**src/rtl/fsa_pkg.sv**
```systemverilog
package fsa_pkg;

  localparam int MAX_SLOTS_DEF = 256;
  localparam int ALIGN_BYTES   = 8;
  localparam int ADDR_BITS     = 32;

  // shared adder width: covers addresses and the 32 bit zone size
  localparam int UNIT_W = (ADDR_BITS > 32) ? ADDR_BITS : 32;
  // rounded slot size: 16 bit request plus up to 7 bytes of padding
  localparam int RND_W  = 17;

  typedef enum logic [1:0] {
    OP_INIT  = 2'd0,
    OP_ALLOC = 2'd1,
    OP_FREE  = 2'd2,
    OP_NONE  = 2'd3
  } op_t;

  typedef enum logic [2:0] {
    STAT_OK       = 3'd0,
    STAT_NOMEM    = 3'd1,
    STAT_NOTOWNER = 3'd2,
    STAT_TOOSMALL = 3'd3,
    STAT_OVERFLOW = 3'd4
  } status_t;

  localparam logic [1:0] REG_ZONE_ORIGIN = 2'd0;
  localparam logic [1:0] REG_ZONE_SIZE   = 2'd1;
  localparam logic [1:0] REG_SLOT_SIZE   = 2'd2;

  typedef enum logic [2:0] {
    S_IDLE,
    S_INIT_SUB,
    S_INIT_WR,
    S_ALLOC_RD,
    S_ALLOC_OUT,
    S_FREE_LO,
    S_FREE_HI
  } state_t;

  typedef struct packed {
    logic              sub;
    logic [UNIT_W-1:0] a;
    logic [UNIT_W-1:0] b;
  } alu_req_t;

  typedef struct packed {
    logic [UNIT_W-1:0] res;
    logic              cout;  // on subtract: set when a >= b
  } alu_rsp_t;

endpackage

```
**src/rtl/fsa_alu.sv**
```systemverilog
module fsa_alu (
  input  fsa_pkg::alu_req_t req,
  output fsa_pkg::alu_rsp_t rsp
);
  import fsa_pkg::*;

  logic [UNIT_W:0] sum;
  logic [UNIT_W-1:0] b_eff;

  assign b_eff = req.sub ? ~req.b : req.b;
  assign sum   = {1'b0, req.a} + {1'b0, b_eff} + (UNIT_W+1)'(req.sub);

  assign rsp.res  = sum[UNIT_W-1:0];
  assign rsp.cout = sum[UNIT_W];

endmodule

```
**config.mk**
```make
export PLATFORM = sky130hd
export DESIGN_NAME = fsa_alu
export DESIGN_NICKNAME = d
export VERILOG_FILES = /design/src/rtl/fsa_pkg.sv /design/src/rtl/fsa_alu.sv
export SDC_FILE = /design/constraint.sdc
export NUM_CORES = 1
export LEC_CHECK = 0
export BUFFER_PORTS_ARGS = -buffer_cell sky130_fd_sc_hd__buf_2
export CAP_MARGIN = 15
export CORE_ASPECT_RATIO = 1.75
export CORE_UTILIZATION = 50
export DETAILED_ROUTE_END_ITERATION = 7
export PLACE_DENSITY = 0.85
export SLEW_MARGIN = 20
export SYNTH_ARGS = -nofsm -noshare
export SYNTH_HDL_FRONTEND = slang
export SYNTH_SLANG_ARGS = --single-unit
```
**constraint.sdc**
```tcl
create_clock -name vclk -period 3.55
set_clock_uncertainty 0.1 [all_clocks]
set_input_delay 0.1775 -clock vclk [all_inputs]
set_output_delay 0.1775 -clock vclk [all_outputs]
set_load 0.02 [all_outputs]
```
# Yosys cells after proc, flatten, opt, wreduce, memory -nomap -nowiden

Index checks and enable logic that the tools add are counted.

Bitwise operators: 1
Mux-type cells: 1
$add $sub $neg: 2

Operator list:

| kind                                      | number |
|---|---|
| 32-bit by 32-bit adder with 33-bit output | 1 |
| 33-bit by 1-bit adder with 33-bit output  | 1 |
| 32-bit two-way mux                        | 1 |
| 32-bit NOT                                | 1 |

Bits of input ports: 65
Register bits: 0

# Longest topological paths before layout

Gate-level depths: netlist (run 1).

Depth in word-level cells: 4
Mapped depth: 11

# Worst setup path after synthesis (run 1)

OpenSTA, ideal clock, no wires.

Kind: input port to output port
Start: in req[64] in the netlist's numbering
End: out rsp[29] in the netlist's numbering
Stages on the path: 11
Path slack: 0.026 ns
Arrival: 3.246 ns
Data required time: 3.273 ns
Cell sequence: buf_2 clkbuf_1 xor2_1 ha_1 a21o_1 a21o_1 a221o_1 a221o_1 a31o_2 nand4_1 nor4bb_1

RTL lines:

| item        | RTL line     | source |
|---|---|---|
| from (decl) | fsa_alu.sv:2 | `input fsa_pkg::alu_req_t req,` |
| to (decl)   | fsa_alu.sv:3 | `output fsa_pkg::alu_rsp_t rsp` |

==> results of run 1 <==
[power by group through the flow]
stage | clock, W | sequential [W] | combinational, W
detailed placement | 0 | 0 | 0.000874
CTS | 0 | 0 | 0.000878
global placement | 0 | 0 | 0.000860
floorplan | 0 | 0 | 0.000620
global route | 0 | 0 | 0.000956
finish | 0 | 0 | 0.000889
[metrics by stage]
step	setup WS [ps]	power (W)	area, sq um
6_report	182.8	0.0008890	2660
5_1_grt	44.64	0.0009556	2660
4_1_cts	132.1	0.0008780	2654
3_5_place_dp	132.4	0.0008737	2654
3_3_place_gp	280.5	0.0008596	2654
2_1_floorplan	26.43	0.0006198	2106
[repair_timing]
item | 4_1_cts | 5_1_grt
setup buffers | 0 | 0
resized for setup | 0 | 2
setup endpoints to repair | 0 | 3
[worst max-delay path, cell delays in order]
cell and delay, ps:
clkbuf_4 260, xor2_1 260, ha_1 310, a21o_1 190, a21o_1 170, a221o_1 370, a221o_1 310, a31o_2 250
a2111oi_0 450, nor4bb_1 140, buf_2 190
[cell families after synthesis]
kind of cell,count (synthesis),share of synthesized area (%)
mux,2,0.9507
simple gates,72,17.71
xor+xnor,58,24.12
buf+inv,17,3.149
compound gates,102,32.92
fa+ha+maj,35,21.15
[layer usage]
layer	up-vias	global-route usage (%)	wire length, microns
met5	-	0	0
met3	27	3.299	349
li1	1258	-	-
met2	132	61.84	3690
met4	0	11.11	197
met1	1183	23.75	2161
[worst min-delay path by stage]
stage | startpoint | to | cells after the start
after global placement | req[32] | rsp[1] | 3
after floorplan | req[0] | rsp[1] | 1
after detailed placement | req[32] | rsp[1] | 3
after CTS | req[32] | rsp[1] | 3
final | req[32] | rsp[1] | 3
after global routing | req[32] | rsp[1] | 3
[layout make-up]
class / count / area share [%]
Inverter: 9 / 1.270
Timing Repair Buffer: 102 / 19.66
Multi-Input combinational cell: 269 / 76.81
Tap cell: 48 / 2.258
[cells in the final DEF, fill, tap and decap left out, types with 4 or more instances in the layout]
master,n
xnor2_1,17
o31ai_1,4
o21ai_0,8
ha_1,34
and3_1,6
a211oi_1,4
o211ai_1,5
nor2b_1,5
xor2_1,41
inv_1,9
nand2_1,19
nor2_1,10
buf_2,97
a21o_1,16
o21bai_1,6
o21a_1,5
a21oi_1,30
and2_1,4
buf_4,4
nand3_1,12
==> metrics.yaml, run 1 <==
cells_and_area:
  area_growth_pct: 26.32
  nClkBuffers: 0
  final_util_pct: 67.49
  nFlopsAndLatches: 0
  antenna_cells: 0
  multi_input_area_sq_mm: 0.002043
  drive_above_1_share_pct: 28.16
  seq_area_sq_um: 0
  nets: 482
  fillers: 361
  stdcell_count: 428
setup_path:
  endpoint_kind: "primary output"
  crit_type: "in2out"
  start_kind: "input pin"
  crit_end: "rsp[29]"
  critPathRequiredTime_ps: 3270
  startpoint: "req[64]"
  critPathMaxFanout: 14
  cp_data_arrival_time_ps: 3090
timing:
  holdWs_ps: 552.9
  fin_crit_ps: 3367
  rsz0062_at_grt: "no"
  setup_tns_ps: 0
  worst_pin_slew_ps: 409.9
  min_period_over_period_pct: 94.85
  hold_viol: 0
  fmax_ghz: 0.2970
  maxSlewHeadroom_pct: 71.97
  setup_viol: 0
  drv_slew: 0
floorplanning:
  dieWidth_microns: 51.06
  fp-row-count: 30
  die_h_microns: 87.85
  start_util_pct: 53.43
  coreArea_sq_mm: 0.003941
  ios: 98
  die_area_sq_mm: 0.004485
detailed_routing:
  first_iter_violations: 111
  wl_per_cell_microns: 14.95
  drc: 0
  drtAntennaViolNets: 0
  routed_wirelength_microns: 6398
  drt-pass1-iter-count: 5
  vias_per_cell: 6.075
  vias: 2600
global_routing:
  track_usage_pct: 28.30
  grt-ovfl-total: 0
  antenna_found_initial: 0
  grt_max_degree: 17
  grt_pass1_vias: 2577
  grt_pass1_wl_microns: 10250
clocking:
  hold_buffers: 0
synth:
  post-synth-top-count-cell: "xor2_1"
  synth_nets: 386
  synth_warnings: 0
  yosys.area.top_type: "ha_1"
  ys_seq_area_share_pct: 0
  synth.top_cells.by_area: "ha_1 20%, xor2_1 17%, a21oi_1 7.4%"
  synthesis.area_sq_mm: 0.002106
  synth.top_cells.by_count: "41 x xor2_1, 34 x ha_1, 31 x a21oi_1"
  synth.avg_cell_area_sq_um: 7.363
  synth.distinct_cells: 46
  netlist_instances: 286
  synth.top_cell.area_share_pct: 20.20
placement:
  gp_congestion: 0.9340
  io_buffers: 98
  placed_cells: 428
  dp_hpwl_microns: 5409
hold_path:
  hold_path.class: "in2out"
power:
  power_density_mw_per_mm2: 334.2
  power_frac_seq_pct: 0
  leakagePower_nw: 1.420
  vdd_ir_drop_max_uv: 239.7
  swShare_pct: 60.62
  power_frac_clock_pct: 0
  comb_power_share_pct: 100.0
  power.internal_w: 0.0003501
  power.switching_w: 0.0005389
run_status:
  outcome: "finished clean"
job:
  maxCapViolations: 0
(Power assumes the default switching activity.)
==> inputs of run 2 (changes only) <==
REMOVE_ABC_BUFFERS = 1   (was not set)
SETUP_SLACK_MARGIN = 0.15   (was not set)
==> metrics.yaml, run 2 (synthesis results as in run 1) <==
run_status:
  outcome: "finished clean"
floorplanning:
  die_h_microns: 87.85  # unchanged
  ios: 98  # unchanged
  die_area_sq_mm: 0.004485  # unchanged
  start_util_pct: 53.43  # unchanged
  dieWidth_microns: 51.06  # unchanged
  fp-row-count: 30  # unchanged
  coreArea_sq_mm: 0.003941  # unchanged
power:
  power_density_mw_per_mm2: 331.5  # -0.80%
  leakagePower_nw: 1.425  # +0.36%
  vdd_ir_drop_max_uv: 226.4  # -5.5%
  total_power_w: 0.0008852  # -0.42%
timing:
  hold_viol: 0  # unchanged
  setup_tns_ps: 0  # unchanged
  fin_crit_ps: 3288  # -79.19 ps
  fmax_ghz: 0.3041  # +2.4%
  maxSlewHeadroom_pct: 68.15  # -3.8 points
  setup_viol: 0  # unchanged
  min_period_over_period_pct: 92.62  # -2.2 points
  worst_slack_ps: 262.0  # +79.19 ps
  drv_slew: 0  # unchanged
  worst_pin_slew_ps: 477.7  # +67.79 ps
  rsz0062_at_grt: "no"
placement:
  post-place-ws_ps: 259.5  # +127.0 ps
  dp_hpwl_microns: 5540  # +2.4%
  io_buffers: 98  # unchanged
  placed_cells: 429  # +0.23%
  gp_congestion: 0.9293  # -0.50%
detailed_routing:
  drtAntennaViolNets: 0  # unchanged
  vias: 2574  # -1.0%
  first_iter_violations: 91  # -18%
  routed_wirelength_microns: 6366  # -0.50%
  drt-pass1-iter-count: 6  # +1
  drc: 0  # unchanged
  wl_per_cell_microns: 14.84  # -0.73%
  vias_per_cell: 6.000  # -1.2%
global_routing:
  grt_pass1_wl_microns: 9735  # -5.0%
  track_usage_pct: 26.85  # -1.5 points
  grt_pass1_vias: 2537  # -1.6%
  grt-ovfl-total: 0  # unchanged
  grt_max_degree: 16  # -1
  antenna_found_initial: 0  # unchanged
cells_and_area:
  layout_common_cells: "97 x buf_2, 41 x xor2_1, 34 x ha_1, 31 x a21oi_1, 19 x nand2_1"
  stdcell_count: 429  # +0.23%
  multi_input_area_sq_mm: 0.002046  # +0.12%
  area_growth_pct: 26.80
  seq_area_sq_um: 0  # unchanged
  nFlopsAndLatches: 0  # unchanged
  drive_above_1_share_pct: 28.35  # +0.19 points
  fillers: 383  # +6.1%
  nets: 483  # +0.21%
  antenna_cells: 0  # unchanged
  final_common_cell: "buf_2"
  nClkBuffers: 0  # unchanged
setup_path:
  cp_slowest_cell: "or4b_1"
  max_stage_delay_ps: 550  # +100 ps
  crit_type: "in2out"
  start_kind: "input pin"
  endpoint_kind: "primary output"
  critPathMaxFanout: 15  # +1
  worstPathCellList: "clkbuf_4 > xor2_1 > ha_1 > o21a_1 > o211ai_1 > or4b_1 > a211o_1 > a31oi_2 > nor4b_1 > a311oi_2 > buf_2"
  critPathRequiredTime_ps: 3270  # about the same
  cp_data_arrival_time_ps: 3010  # -80 ps
clocking:
  postCtsSetupBuffers: 0  # unchanged
hold_path:
  hold_path.class: "in2out"
job:
  maxCapViolations: 0  # unchanged
-- run 2: layer usage --
layer  GRT usage [%]  up-vias  wire [microns]
met1           22.44     1178            2204
met4           13.64        0             254
met5               0        -               0
met2           58.97      113            3641
li1                -     1257               -
met3          0.6944       26             265
-- run 2: area by class of cell --
class | instances | share of cell area, %
Tap cell | 48 | 2.249
Multi-Input combinational cell | 269 | 76.62
Inverter | 9 | 1.265
Timing Repair Buffer | 103 | 19.87
-- run 2: through the flow --
stage          cell area, sq um  util [%]  hold WS (ps)
2_1_floorplan              2073         -         379.3
3_3_place_gp               2661     67.52         558.3
3_5_place_dp               2661     67.52         568.9
4_1_cts                    2661     67.52         569.3
5_1_grt                    2670     67.75         590.9
6_report                   2670     67.75         570.3
-- run 2: path summary, 6_finish.rpt --
path,to,cells past startpoint,slack [ps],startpoint
max,rsp[26],11,260,req[64]
min,rsp[1],3,570,req[32]
-- run 2: what timing repair did --
action,in CTS,in global routing
resized for setup,0,2
hold buffers,0,0
endpoints found under the setup margin,0,9
-- run 2: power breakdown --
part / total (W) / switching [W] / internal [W]
registers: 0 / 0 / 0
clock network: 0 / 0 / 0
logic: 0.000885 / 0.000536 / 0.000350
total: 0.000885 / 0.000536 / 0.000350
-- run 2: critical path, delay by kind of cell --
family / cells / cell delay [ps]
buffers and inverters: 2 / 440
and+or+nand+nor: 2 / 640
AOI/OAI and AO/OA: 5 / 1150
xor gates and xnor gates: 1 / 210
adders and majority gates: 1 / 380
